### config.mk
export PLATFORM = sky130hd
export DESIGN_NAME = detection_output_decoder_core_flat
export DESIGN_NICKNAME = d
export VERILOG_FILES = /design/src/rtl/dod_pkg.sv /design/src/rtl/dod_if.sv /design/src/rtl/dod_cfg_regs.sv /design/src/rtl/dod_argmax.sv /design/src/rtl/dod_box_scale.sv /design/src/rtl/detection_output_decoder_core.sv /design/src/flat_wrapper.sv
export SDC_FILE = /design/constraint.sdc
export NUM_CORES = 2
export LEC_CHECK = 0
export ABC_AREA = 1
export BUFFER_PORTS_ARGS = -buffer_cell sky130_fd_sc_hd__buf_2
export CAP_MARGIN = 15
export CORE_ASPECT_RATIO = 0.75
export CORE_MARGIN = 2
export CORE_UTILIZATION = 55
export DETAILED_ROUTE_END_ITERATION = 12
export GPL_TIMING_DRIVEN = 1
export PLACE_DENSITY = 0.72
export SLEW_MARGIN = 0
export SYNTH_ARGS = -nofsm -noshare
export SYNTH_HDL_FRONTEND = slang
export SYNTH_SLANG_ARGS = --single-unit
export TNS_END_PERCENT = 100
### constraint.sdc
create_clock -name clk -period 16.8 [get_ports clk]
set_input_delay 1.68 -clock clk [delete_from_list [all_inputs] [get_ports clk]]
set_output_delay 1.68 -clock clk [all_outputs]
set_load 0.02 [all_outputs]
### src/rtl/dod_pkg.sv
package dod_pkg;

    // Field widths of the streams and registers.
    localparam int COORD_W = 16;
    localparam int SCORE_W = 16;
    localparam int PAD_W   = 12;
    localparam int SCALE_W = 24;
    localparam int PIX_W   = 13;
    localparam int NCLS_W  = 9;
    localparam int CLASS_W = 8;

    // Configuration port shape.
    localparam int CFG_IDX_W  = 3;
    localparam int CFG_DATA_W = 24;

    // Edge magnitude in 1/32 model pixels, and scaled values in original pixels.
    localparam int MAG_W    = 17;
    localparam int SCALED_W = 20;

    // Highest number of classes the argmax ever looks at.
    localparam int MAX_CLASSES = 256;
    localparam logic [NCLS_W-1:0] CLASS_LIMIT =
        NCLS_W'((MAX_CLASSES < 256) ? MAX_CLASSES : 256);
    localparam logic [NCLS_W-1:0] INDEX_MAX = '1;

    // Register indexes on the configuration port.
    typedef enum logic [CFG_IDX_W-1:0] {
        REG_SCORE_THRESHOLD = 3'd0,
        REG_PAD_X           = 3'd1,
        REG_PAD_Y           = 3'd2,
        REG_SCALE_X         = 3'd3,
        REG_SCALE_Y         = 3'd4,
        REG_IMAGE_WIDTH     = 3'd5,
        REG_IMAGE_HEIGHT    = 3'd6,
        REG_NUM_CLASSES     = 3'd7
    } cfg_index_t;

    // Item kinds on the input stream.
    typedef enum logic {
        KIND_BOX   = 1'b0,
        KIND_SCORE = 1'b1
    } kind_t;

    // Register reset values.
    localparam logic [SCORE_W-1:0] RST_SCORE_THRESHOLD = 16'd16384;
    localparam logic [PAD_W-1:0]   RST_PAD             = 12'd0;
    localparam logic [SCALE_W-1:0] RST_SCALE           = 24'd65536;
    localparam logic [PIX_W-1:0]   RST_IMAGE_SIZE      = 13'd640;
    localparam logic [NCLS_W-1:0]  RST_NUM_CLASSES     = 9'd80;

    typedef struct packed {
        logic [SCORE_W-1:0] score_threshold;
        logic [PAD_W-1:0]   pad_x;
        logic [PAD_W-1:0]   pad_y;
        logic [SCALE_W-1:0] scale_x;
        logic [SCALE_W-1:0] scale_y;
        logic [PIX_W-1:0]   image_width;
        logic [PIX_W-1:0]   image_height;
        logic [NCLS_W-1:0]  num_classes;
    } cfg_t;

    // A detection that passed the threshold, waiting for box scaling.
    typedef struct packed {
        logic [CLASS_W-1:0] class_id;
        logic [SCORE_W-1:0] confidence;
        logic [MAG_W-1:0]   x_mag;
        logic [MAG_W-1:0]   y_mag;
        logic [COORD_W-1:0] box_w;
        logic [COORD_W-1:0] box_h;
    } cand_t;

    typedef struct packed {
        logic [CLASS_W-1:0] class_id;
        logic [SCORE_W-1:0] confidence;
        logic [PIX_W-1:0]   left;
        logic [PIX_W-1:0]   top;
        logic [PIX_W-1:0]   width;
        logic [PIX_W-1:0]   height;
    } res_t;

endpackage

### src/rtl/dod_if.sv
interface dod_in_if
    import dod_pkg::*;
();
    logic               valid;
    logic               ready;
    logic               kind;
    logic [COORD_W-1:0] center_x;
    logic [COORD_W-1:0] center_y;
    logic [COORD_W-1:0] box_w;
    logic [COORD_W-1:0] box_h;
    logic [SCORE_W-1:0] class_score;
    logic               last_score;

    modport source (
        output valid, kind, center_x, center_y, box_w, box_h, class_score, last_score,
        input  ready
    );
    modport sink (
        input  valid, kind, center_x, center_y, box_w, box_h, class_score, last_score,
        output ready
    );
endinterface

interface dod_out_if
    import dod_pkg::*;
();
    logic               valid;
    logic               ready;
    logic [CLASS_W-1:0] class_id;
    logic [SCORE_W-1:0] confidence;
    logic [PIX_W-1:0]   left;
    logic [PIX_W-1:0]   top;
    logic [PIX_W-1:0]   width;
    logic [PIX_W-1:0]   height;

    modport source (
        output valid, class_id, confidence, left, top, width, height,
        input  ready
    );
    modport sink (
        input  valid, class_id, confidence, left, top, width, height,
        output ready
    );
endinterface

### src/rtl/dod_cfg_regs.sv
module dod_cfg_regs
    import dod_pkg::*;
(
    input  logic                  clk,
    input  logic                  rst_n,
    input  logic                  cfg_we,
    input  logic [CFG_IDX_W-1:0]  cfg_index,
    input  logic [CFG_DATA_W-1:0] cfg_data,
    output cfg_t                  cfg
);

    cfg_t cfg_reg;
    cfg_t cfg_next;

    // Decode the register index and replace the addressed field.
    always_comb
    begin
        cfg_next = cfg_reg;
        if (cfg_we)
        begin
            case (cfg_index_t'(cfg_index))
                REG_SCORE_THRESHOLD: cfg_next.score_threshold = cfg_data[SCORE_W-1:0];
                REG_PAD_X:           cfg_next.pad_x           = cfg_data[PAD_W-1:0];
                REG_PAD_Y:           cfg_next.pad_y           = cfg_data[PAD_W-1:0];
                REG_SCALE_X:         cfg_next.scale_x         = cfg_data[SCALE_W-1:0];
                REG_SCALE_Y:         cfg_next.scale_y         = cfg_data[SCALE_W-1:0];
                REG_IMAGE_WIDTH:     cfg_next.image_width     = cfg_data[PIX_W-1:0];
                REG_IMAGE_HEIGHT:    cfg_next.image_height    = cfg_data[PIX_W-1:0];
                REG_NUM_CLASSES:     cfg_next.num_classes     = cfg_data[NCLS_W-1:0];
                default:             cfg_next = cfg_reg;
            endcase
        end
    end

    always_ff @(posedge clk or negedge rst_n)
    begin
        if (!rst_n)
        begin
            cfg_reg.score_threshold <= RST_SCORE_THRESHOLD;
            cfg_reg.pad_x           <= RST_PAD;
            cfg_reg.pad_y           <= RST_PAD;
            cfg_reg.scale_x         <= RST_SCALE;
            cfg_reg.scale_y         <= RST_SCALE;
            cfg_reg.image_width     <= RST_IMAGE_SIZE;
            cfg_reg.image_height    <= RST_IMAGE_SIZE;
            cfg_reg.num_classes     <= RST_NUM_CLASSES;
        end
        else
        begin
            cfg_reg <= cfg_next;
        end
    end

    assign cfg = cfg_reg;

endmodule

### src/rtl/dod_argmax.sv
module dod_argmax
    import dod_pkg::*;
(
    input  logic         clk,
    input  logic         rst_n,
    input  cfg_t         cfg,
    dod_in_if.sink       det_in,
    output logic         cand_valid,
    output cand_t        cand,
    input  logic         cand_ready
);

    logic [COORD_W-1:0] held_cx_reg, held_cy_reg, held_w_reg, held_h_reg;
    logic [COORD_W-1:0] held_cx_next, held_cy_next, held_w_next, held_h_next;
    logic [SCORE_W-1:0] best_score_reg, best_score_next;
    logic [CLASS_W-1:0] best_class_reg, best_class_next;
    logic [NCLS_W-1:0]  class_index_reg, class_index_next;
    logic               cand_valid_reg, cand_valid_next;
    cand_t              cand_reg, cand_next;

    logic               xfer;
    logic               counted;
    logic [SCORE_W-1:0] score_upd;
    logic [CLASS_W-1:0] class_upd;
    logic               emit;

    // Left or top edge in 1/32 model pixels: 2*center - size - 32*pad, floored at zero.
    function automatic logic [MAG_W-1:0] edge_mag(
        input logic [COORD_W-1:0] c,
        input logic [COORD_W-1:0] sz,
        input logic [PAD_W-1:0]   pad
    );
        logic signed [MAG_W+1:0] v;
        v = $signed({2'b00, c, 1'b0}) - $signed({3'b000, sz})
            - $signed({2'b00, pad, 5'b00000});
        edge_mag = (v > 0) ? v[MAG_W-1:0] : '0;
    endfunction

    // The input register is free when the candidate stage is empty or drains.
    assign det_in.ready = !cand_valid_reg || cand_ready;
    assign xfer         = det_in.valid && det_in.ready;

    // Running strict-greater argmax over the scores that count.
    always_comb
    begin
        counted   = (class_index_reg < cfg.num_classes) && (class_index_reg < CLASS_LIMIT);
        score_upd = best_score_reg;
        class_upd = best_class_reg;
        if (counted && (det_in.class_score > best_score_reg))
        begin
            score_upd = det_in.class_score;
            class_upd = class_index_reg[CLASS_W-1:0];
        end
        emit = (det_in.kind == KIND_SCORE) && det_in.last_score
               && (score_upd >= cfg.score_threshold);
    end

    // Detection state updates on each transfer.
    always_comb
    begin
        held_cx_next     = held_cx_reg;
        held_cy_next     = held_cy_reg;
        held_w_next      = held_w_reg;
        held_h_next      = held_h_reg;
        best_score_next  = best_score_reg;
        best_class_next  = best_class_reg;
        class_index_next = class_index_reg;
        if (xfer)
        begin
            if (det_in.kind == KIND_BOX)
            begin
                held_cx_next     = det_in.center_x;
                held_cy_next     = det_in.center_y;
                held_w_next      = det_in.box_w;
                held_h_next      = det_in.box_h;
                best_score_next  = '0;
                best_class_next  = '0;
                class_index_next = '0;
            end
            else
            begin
                best_score_next = score_upd;
                best_class_next = class_upd;
                if (class_index_reg != INDEX_MAX)
                begin
                    class_index_next = class_index_reg + NCLS_W'(1);
                end
            end
        end
    end

    // Candidate stage: holds a reportable detection until box scaling takes it.
    always_comb
    begin
        cand_valid_next = cand_valid_reg && !cand_ready;
        cand_next       = cand_reg;
        if (xfer)
        begin
            cand_valid_next = emit;
        end
        if (xfer && emit)
        begin
            cand_next.class_id   = class_upd;
            cand_next.confidence = score_upd;
            cand_next.x_mag      = edge_mag(held_cx_reg, held_w_reg, cfg.pad_x);
            cand_next.y_mag      = edge_mag(held_cy_reg, held_h_reg, cfg.pad_y);
            cand_next.box_w      = held_w_reg;
            cand_next.box_h      = held_h_reg;
        end
    end

    always_ff @(posedge clk or negedge rst_n)
    begin
        if (!rst_n)
        begin
            held_cx_reg     <= '0;
            held_cy_reg     <= '0;
            held_w_reg      <= '0;
            held_h_reg      <= '0;
            best_score_reg  <= '0;
            best_class_reg  <= '0;
            class_index_reg <= '0;
            cand_valid_reg  <= 1'b0;
        end
        else
        begin
            held_cx_reg     <= held_cx_next;
            held_cy_reg     <= held_cy_next;
            held_w_reg      <= held_w_next;
            held_h_reg      <= held_h_next;
            best_score_reg  <= best_score_next;
            best_class_reg  <= best_class_next;
            class_index_reg <= class_index_next;
            cand_valid_reg  <= cand_valid_next;
        end
    end

    always_ff @(posedge clk)
    begin
        cand_reg <= cand_next;
    end

    assign cand_valid = cand_valid_reg;
    assign cand       = cand_reg;

    // A box transfer restarts the argmax.
    a_box_clears: assert property (@(posedge clk) disable iff (!rst_n)
        xfer && (det_in.kind == KIND_BOX)
        |=> (best_score_reg == '0) && (best_class_reg == '0) && (class_index_reg == '0))
        else $error("argmax state not cleared by a box transfer");

    // Each score transfer advances the class index until it saturates.
    a_index_step: assert property (@(posedge clk) disable iff (!rst_n)
        xfer && (det_in.kind == KIND_SCORE) && (class_index_reg != INDEX_MAX)
        |=> class_index_reg == $past(class_index_reg) + NCLS_W'(1))
        else $error("class index did not advance on a score transfer");

    // The best score never drops except through a box transfer.
    a_best_monotonic: assert property (@(posedge clk) disable iff (!rst_n)
        !(xfer && (det_in.kind == KIND_BOX)) |=> best_score_reg >= $past(best_score_reg))
        else $error("best score dropped without a box transfer");

endmodule

### src/rtl/dod_box_scale.sv
module dod_box_scale
    import dod_pkg::*;
(
    input  logic  clk,
    input  logic  rst_n,
    input  cfg_t  cfg,
    input  logic  cand_valid,
    input  cand_t cand,
    output logic  cand_ready,
    output logic  res_valid,
    output res_t  res,
    input  logic  res_ready
);

    localparam int PROD_EDGE_W = MAG_W + SCALE_W;
    localparam int PROD_SIZE_W = COORD_W + SCALE_W;
    localparam int ROOM_W      = SCALED_W + 1;

    logic                en2, en3;
    logic                s2_valid_reg, s2_valid_next;
    logic                out_valid_reg, out_valid_next;
    logic [CLASS_W-1:0]  s2_class_reg;
    logic [SCORE_W-1:0]  s2_conf_reg;
    logic [SCALED_W-1:0] s2_left_reg, s2_top_reg, s2_rw_reg, s2_rh_reg;
    res_t                res_reg;

    logic [PROD_EDGE_W-1:0] left_prod, top_prod;
    logic [PROD_SIZE_W-1:0] rw_prod, rh_prod;

    logic signed [ROOM_W-1:0] room_x, room_y, raw_w, raw_h, w_clamped, h_clamped;
    logic                     pass;

    // Stage enables: each stage moves when the one after it can take data.
    assign en3        = !out_valid_reg || res_ready;
    assign en2        = !s2_valid_reg || en3;
    assign cand_ready = en2;

    // Scale stage: one multiplier per edge and per size.
    assign left_prod = PROD_EDGE_W'(cand.x_mag) * PROD_EDGE_W'(cfg.scale_x);
    assign top_prod  = PROD_EDGE_W'(cand.y_mag) * PROD_EDGE_W'(cfg.scale_y);
    assign rw_prod   = PROD_SIZE_W'(cand.box_w) * PROD_SIZE_W'(cfg.scale_x);
    assign rh_prod   = PROD_SIZE_W'(cand.box_h) * PROD_SIZE_W'(cfg.scale_y);

    // Clamp stage: limit the size to the room left before the image edge.
    always_comb
    begin
        room_x    = $signed({{(ROOM_W-PIX_W){1'b0}}, cfg.image_width})
                    - $signed({1'b0, s2_left_reg});
        room_y    = $signed({{(ROOM_W-PIX_W){1'b0}}, cfg.image_height})
                    - $signed({1'b0, s2_top_reg});
        raw_w     = $signed({1'b0, s2_rw_reg});
        raw_h     = $signed({1'b0, s2_rh_reg});
        w_clamped = (raw_w < room_x) ? raw_w : room_x;
        h_clamped = (raw_h < room_y) ? raw_h : room_y;
        pass      = (w_clamped > 0) && (h_clamped > 0);
    end

    always_comb
    begin
        s2_valid_next  = en2 ? cand_valid : s2_valid_reg;
        out_valid_next = en3 ? (s2_valid_reg && pass) : out_valid_reg;
    end

    always_ff @(posedge clk or negedge rst_n)
    begin
        if (!rst_n)
        begin
            s2_valid_reg  <= 1'b0;
            out_valid_reg <= 1'b0;
        end
        else
        begin
            s2_valid_reg  <= s2_valid_next;
            out_valid_reg <= out_valid_next;
        end
    end

    // Payload of the scale stage.
    always_ff @(posedge clk)
    begin
        if (en2 && cand_valid)
        begin
            s2_class_reg <= cand.class_id;
            s2_conf_reg  <= cand.confidence;
            s2_left_reg  <= left_prod[PROD_EDGE_W-1 -: SCALED_W];
            s2_top_reg   <= top_prod[PROD_EDGE_W-1 -: SCALED_W];
            s2_rw_reg    <= rw_prod[PROD_SIZE_W-1 -: SCALED_W];
            s2_rh_reg    <= rh_prod[PROD_SIZE_W-1 -: SCALED_W];
        end
    end

    // Result register.
    always_ff @(posedge clk)
    begin
        if (en3 && s2_valid_reg)
        begin
            res_reg.class_id   <= s2_class_reg;
            res_reg.confidence <= s2_conf_reg;
            res_reg.left       <= s2_left_reg[PIX_W-1:0];
            res_reg.top        <= s2_top_reg[PIX_W-1:0];
            res_reg.width      <= w_clamped[PIX_W-1:0];
            res_reg.height     <= h_clamped[PIX_W-1:0];
        end
    end

    assign res_valid = out_valid_reg;
    assign res       = res_reg;

    // A reported box always has a nonzero size.
    a_size_nonzero: assert property (@(posedge clk) disable iff (!rst_n)
        res_valid |-> (res.width != '0) && (res.height != '0))
        else $error("result with zero width or height");

    // A stalled scale stage keeps its item.
    a_s2_holds: assert property (@(posedge clk) disable iff (!rst_n)
        s2_valid_reg && !en3 |=> s2_valid_reg)
        else $error("scale stage lost an item while stalled");

    // The scale stage fills only from a candidate transfer.
    a_s2_source: assert property (@(posedge clk) disable iff (!rst_n)
        !s2_valid_reg ##1 s2_valid_reg |-> $past(cand_valid && cand_ready))
        else $error("scale stage filled without a candidate transfer");

endmodule

### src/rtl/detection_output_decoder_core.sv
// Detection output decoder. A box transfer (kind 0) latches a box and restarts
// the class argmax; each score transfer (kind 1) updates the argmax, and a score
// marked last_score yields one result when the best score reaches
// score_threshold and the scaled box has positive width and height. The block
// takes one item every cycle while the input is not stalled; the argmax register
// loop sets that rate. A result forms from the transfer of its last score: the
// candidate register loads at that transfer, the scale stage with the four
// multipliers follows, and the clamp feeds the result register. While a result
// waits to be taken the stages behind it hold and only fill their empty slots;
// the input stalls once the candidate stage holds a detection that cannot move on.
// Registers may be written only while no item is in flight.
module detection_output_decoder_core
    import dod_pkg::*;
(
    input  logic                  clk,
    input  logic                  rst_n,
    input  logic                  cfg_we,
    input  logic [CFG_IDX_W-1:0]  cfg_index,
    input  logic [CFG_DATA_W-1:0] cfg_data,
    dod_in_if.sink                det_in,
    dod_out_if.source             det_out
);

    cfg_t  cfg;
    logic  cand_valid;
    cand_t cand;
    logic  cand_ready;
    logic  res_valid;
    res_t  res;

    // Configuration registers.
    dod_cfg_regs u_cfg_regs (
        .clk       (clk),
        .rst_n     (rst_n),
        .cfg_we    (cfg_we),
        .cfg_index (cfg_index),
        .cfg_data  (cfg_data),
        .cfg       (cfg)
    );

    // Argmax and candidate stage.
    dod_argmax u_argmax (
        .clk        (clk),
        .rst_n      (rst_n),
        .cfg        (cfg),
        .det_in     (det_in),
        .cand_valid (cand_valid),
        .cand       (cand),
        .cand_ready (cand_ready)
    );

    // Box scaling, clamping and the result register.
    dod_box_scale u_box_scale (
        .clk        (clk),
        .rst_n      (rst_n),
        .cfg        (cfg),
        .cand_valid (cand_valid),
        .cand       (cand),
        .cand_ready (cand_ready),
        .res_valid  (res_valid),
        .res        (res),
        .res_ready  (det_out.ready)
    );

    // Result channel.
    assign det_out.valid      = res_valid;
    assign det_out.class_id   = res.class_id;
    assign det_out.confidence = res.confidence;
    assign det_out.left       = res.left;
    assign det_out.top        = res.top;
    assign det_out.width      = res.width;
    assign det_out.height     = res.height;

endmodule

### src/flat_wrapper.sv
// flat-port wrapper written by rule: the top's interface ports become plain ports
module detection_output_decoder_core_flat import dod_pkg::*;
  (clk, rst_n, cfg_we, cfg_index, cfg_data, det_in_valid, det_in_kind, det_in_center_x, det_in_center_y, det_in_box_w, det_in_box_h, det_in_class_score, det_in_last_score, det_in_ready, det_out_valid, det_out_class_id, det_out_confidence, det_out_left, det_out_top, det_out_width, det_out_height, det_out_ready);
  dod_in_if det_in_i ();
  dod_out_if det_out_i ();
  input  logic clk;
  input  logic rst_n;
  input  logic cfg_we;
  input  logic [CFG_IDX_W-1:0] cfg_index;
  input  logic [CFG_DATA_W-1:0] cfg_data;
  input wire logic [$bits(det_in_i.valid)-1:0] det_in_valid;
  input wire logic [$bits(det_in_i.kind)-1:0] det_in_kind;
  input wire logic [$bits(det_in_i.center_x)-1:0] det_in_center_x;
  input wire logic [$bits(det_in_i.center_y)-1:0] det_in_center_y;
  input wire logic [$bits(det_in_i.box_w)-1:0] det_in_box_w;
  input wire logic [$bits(det_in_i.box_h)-1:0] det_in_box_h;
  input wire logic [$bits(det_in_i.class_score)-1:0] det_in_class_score;
  input wire logic [$bits(det_in_i.last_score)-1:0] det_in_last_score;
  output wire logic [$bits(det_in_i.ready)-1:0] det_in_ready;
  output wire logic [$bits(det_out_i.valid)-1:0] det_out_valid;
  output wire logic [$bits(det_out_i.class_id)-1:0] det_out_class_id;
  output wire logic [$bits(det_out_i.confidence)-1:0] det_out_confidence;
  output wire logic [$bits(det_out_i.left)-1:0] det_out_left;
  output wire logic [$bits(det_out_i.top)-1:0] det_out_top;
  output wire logic [$bits(det_out_i.width)-1:0] det_out_width;
  output wire logic [$bits(det_out_i.height)-1:0] det_out_height;
  input wire logic [$bits(det_out_i.ready)-1:0] det_out_ready;
  assign det_in_i.valid = det_in_valid;
  assign det_in_i.kind = det_in_kind;
  assign det_in_i.center_x = det_in_center_x;
  assign det_in_i.center_y = det_in_center_y;
  assign det_in_i.box_w = det_in_box_w;
  assign det_in_i.box_h = det_in_box_h;
  assign det_in_i.class_score = det_in_class_score;
  assign det_in_i.last_score = det_in_last_score;
  assign det_in_ready = det_in_i.ready;
  assign det_out_valid = det_out_i.valid;
  assign det_out_class_id = det_out_i.class_id;
  assign det_out_confidence = det_out_i.confidence;
  assign det_out_left = det_out_i.left;
  assign det_out_top = det_out_i.top;
  assign det_out_width = det_out_i.width;
  assign det_out_height = det_out_i.height;
  assign det_out_i.ready = det_out_ready;
  detection_output_decoder_core u_core (.clk(clk), .rst_n(rst_n), .cfg_we(cfg_we), .cfg_index(cfg_index), .cfg_data(cfg_data), .det_in(det_in_i), .det_out(det_out_i));
endmodule
==> results by group <==
Critical path
  • Element type at the critical path start: flip-flop
  • CP Capture Type: flip-flop
  • Crit-path cells: nand2_1, fa_1, inv_1, fa_1, inv_1, fa_1, inv_1, fa_1, fa_1, inv_1, fa_1, inv_1, ha_1, nand2_1, nor2_1, nand2_1, nor4_1, a21oi_1, o21bai_1, nand2_1, nand3_1, nand2_1
  • Arr. time, crit path: approximately 7.8 ns
  • Peak fanout along the critical path: 24
  • Required @ worst endpoint: 17.21 ns
  • R2R setup slack: between 9 and 10 ns
  • Slowest cell on the critical path: edfxtp_1
  • Setup crit end: u_core.u_box_scale.s2_top_reg[12]
  • Reg2reg start: u_core.u_argmax.cand[41]
  • Crit. Startpoint: u_core.u_argmax.cand[41]
  • Worst Setup Path Type: reg -> reg
  • Most frequent CP cell: fa_1
  • R2R cell count: 22
  • RR Endpoint: u_core.u_box_scale.s2_top_reg[12]
  • Crit path largest cell delay: roughly 1.1 ns

Synth
  • Warnings, synthesis: 0
  • Syn avg cell area: 7.94 sq um
  • Seq cells post-synth: 493
  • Synth area leaders: fa_1 (33%), inv_1 (13%), nand2_1 (13%)
  • Cells after Synth: 9,653
  • Distinct cells, synth: 51
  • Number of enable flip-flop cells after synthesis: 270
  • Top FF cell, synth: edfxtp_1
  • Syn nets: between 10,000 and 15,000
  • Mapped cell area: 0.0767 sq mm
  • Synth async-reset ratio: between 40% and 50%
  • Sequential share of the synthesized area: about 18%
  • Top-area cell type share of the netlist area: 33.2%
  • Post-synth top area cell: fa_1

Final layout
  • Footprint of the multi-input gates: 0.0513 sq mm
  • Max reg flops: 123
  • Share of layout cells above drive strength 1: 4.26%
  • Total Nets Final: 11,619
  • P&R area growth vs syn: 6.06%
  • Filler Cell Count: 12,541
  • Register area: 0.0137 sq mm

Floorplanning
  • Initial Util: roughly 55%
  • I/O Pins: 192
  • Die area: 0.142 sq mm
  • Die Y: 327 um
  • Die width: ~440 um
  • Core Area: 0.138 sq mm
  • Rows: between 100 and 150

Timing
  • Slew margin rel.: 6.91%
  • Worst slew pin tran: 1.40 ns
  • Final hold viol count: 0
  • Fin crit period: ~7.4 ns
  • Endpoints failing setup: 0
  • RSZ-0062 raised after global routing: false
  • Clock skew: 0.0563 ns
  • Final Max Slew Viols: 0
  • Fmax: 135 MHz
  • Fin crit share: 44.0%
  • TNS Setup: 0 ns

Clock tree
  • CTS tree: built
  • Worst-path clk slew: roughly 0.070 ns
  • CTS root buffer: clkbuf_16
  • CTS resizes: 0
  • CTS max path bufs: 3
  • CTS Buf Count: 54
  • Post-CTS setup buffers: 0
  • H-tree levels: 2
  • CTS Sinks: around 490
  • CTS Hold Buffers Added: 0
  • Worst-skew pair later-pin latency: 0.70 ns

Drt
  • First drt pass iteration count: 7
  • DR WL/cell: about 21 um
  • Antenna-violating nets left: 0
  • WL final: about 240 mm
  • Vias per Instance: 5.42
  • Via count: 62,656
  • Drt drc: 0
  • 1st-iter DRT viols: 6,694

Global routing
  • First-pass GRT wire length: about 380 mm
  • Vias in the first global route: 63,308
  • Initial antenna violation count: 13
  • All-layer global routing usage: around a third
  • Largest net degree at the start of global routing: 101
  • GRT overflow: 0

Hold path
  • HP Class: reg -> reg
  • Hold path depth: 0

Status
  • Status: completed

Run
  • Max cap viols: 0

Placement
  • Final HPWL DP: 188 mm
  • GP Congestion: 1.02
  • Port bufs: 191
## final cells by class
class	count	area share, %
inverter	2736	12.6
clock inverter	35	0.463
antenna	24	0.0739
sequential	493	16.9
clock buffer	66	1.75
tap	1860	2.86
timing repair buffer	289	2.27
multi-input combinational	6053	63.1
## metal layers
metal  track usage, %  part of all wire (%)
met1             52.1                    43
met2             45.1                    37
met3             15.2                    16
met4             8.77                   2.7
met5                0                0.0053
## how the worst min path moves through the flow
| stage | slack (ns) | start | to |
|---|---|---|---|
| after CTS | 0.42 | u_core.u_box_scale.s2_conf_reg[6] | u_core.u_box_scale.res[58] |
| after global routing | 0.42 | u_core.u_argmax.cand[80] | u_core.u_box_scale.s2_conf_reg[14] |
| after floorplan | 0.40 | u_core.u_box_scale.s2_conf_reg[0] | u_core.u_box_scale.res[52] |
| after global placement | 0.40 | u_core.u_argmax.cand[81] | u_core.u_box_scale.s2_conf_reg[15] |
| final | 0.42 | u_core.u_argmax.cand[80] | u_core.u_box_scale.s2_conf_reg[14] |
| after detailed placement | 0.41 | u_core.u_argmax.cand[83] | u_core.u_box_scale.s2_class_reg[1] |
## Yosys cell counts, types with 2 or more instances
| cell type | instances |
|---|---|
| buf_2 | 8 |
| nor4_1 | 11 |
| or2_2 | 7 |
| nand2_1 | 2605 |
| xnor2_1 | 42 |
| o21ai_0 | 321 |
| fa_1 | 1270 |
| o2111ai_1 | 4 |
| a21o_1 | 35 |
| nor2_1 | 362 |
| o221ai_1 | 8 |
| o22ai_1 | 24 |
| a31oi_1 | 41 |
| and3_1 | 5 |
| nand4_1 | 42 |
| buf_1 | 4 |
| a21oi_2 | 2 |
| o211ai_1 | 8 |
| nor3_1 | 41 |
| o31ai_1 | 3 |
| buf_6 | 2 |
| edfxtp_1 | 270 |
| o21a_1 | 17 |
| xor2_1 | 89 |
| dfrtp_1 | 214 |
| o21bai_1 | 21 |
| nand2_2 | 2 |
| nand3b_1 | 3 |
| o21bai_4 | 2 |
| ha_1 | 608 |
| a31o_2 | 2 |
| inv_1 | 2735 |
| clkbuf_1 | 357 |
| nand3_1 | 162 |
| a21oi_1 | 269 |
| nor2_2 | 2 |
| a21boi_0 | 9 |
| o21ai_1 | 8 |
| dfstp_2 | 9 |
| a211oi_1 | 6 |
| and2_1 | 13 |
## per-stage QoR
| stage | util [%] | cell area [sq um] | instances | hold slack (ns) | worst slack (ns) |
|---|---|---|---|---|---|
| 2_1_floorplan | - | 76700 | 9653 | 0.400 | 10.64 |
| 3_3_place_gp | 57.3 | 79200 | 11422 | 0.402 | 9.60 |
| 3_5_place_dp | 57.3 | 79200 | 11422 | 0.405 | 9.64 |
| 4_1_cts | 58.6 | 81000 | 11523 | 0.420 | 9.61 |
| 5_1_grt | 58.8 | 81300 | 11544 | 0.421 | 9.23 |
| 6_report | 58.8 | 81300 | 11556 | 0.418 | 9.40 |
## critical path, delay by kind of cell (launching register included)
family	cells	cell delay (ns)
buf+inv	5	0.30
simple gates	8	1.70
fa+ha+maj	7	3.38
flops	1	1.14
compound gates	2	0.60
## cells by family (layout without fill, tap and decap cells)
kind of cell | after synthesis | in the layout | synth area share, %
AND/OR/NAND/NOR | 3260 | 3260 | 16.6
flip-flops | 493 | 493 | 17.9
AO/OA/AOI/OAI | 784 | 784 | 5.68
other | 0 | 24 | 0
buffers and inverters | 3107 | 3126 | 15.2
XOR/XNOR | 131 | 131 | 1.50
adder cells (fa/ha/maj) | 1878 | 1878 | 43.1
## placed cells by master, fill, tap and decap left out, drive strengths merged, types with 6 or more instances in the layout
master	count
nand3	163
xnor2	42
o211ai	8
nor3	43
o221ai	8
dfrtp	214
a21boi	10
diode	24
ha	608
a31oi	41
o21ai	330
dfstp	9
o21bai	23
nor4	12
and2	13
a211oi	6
nand4	42
xor2	89
a21o	35
nor2	365
clkbuf	66
a21oi	271
inv	2742
o21a	17
nand2	2607
buf	289
or2	7
clkinv	22
fa	1270
o22ai	24
edfxtp	270
Power is left out: the tool's default activity adds up to more than one toggle a clock period on the data nets, which glitch-free logic cannot reach.
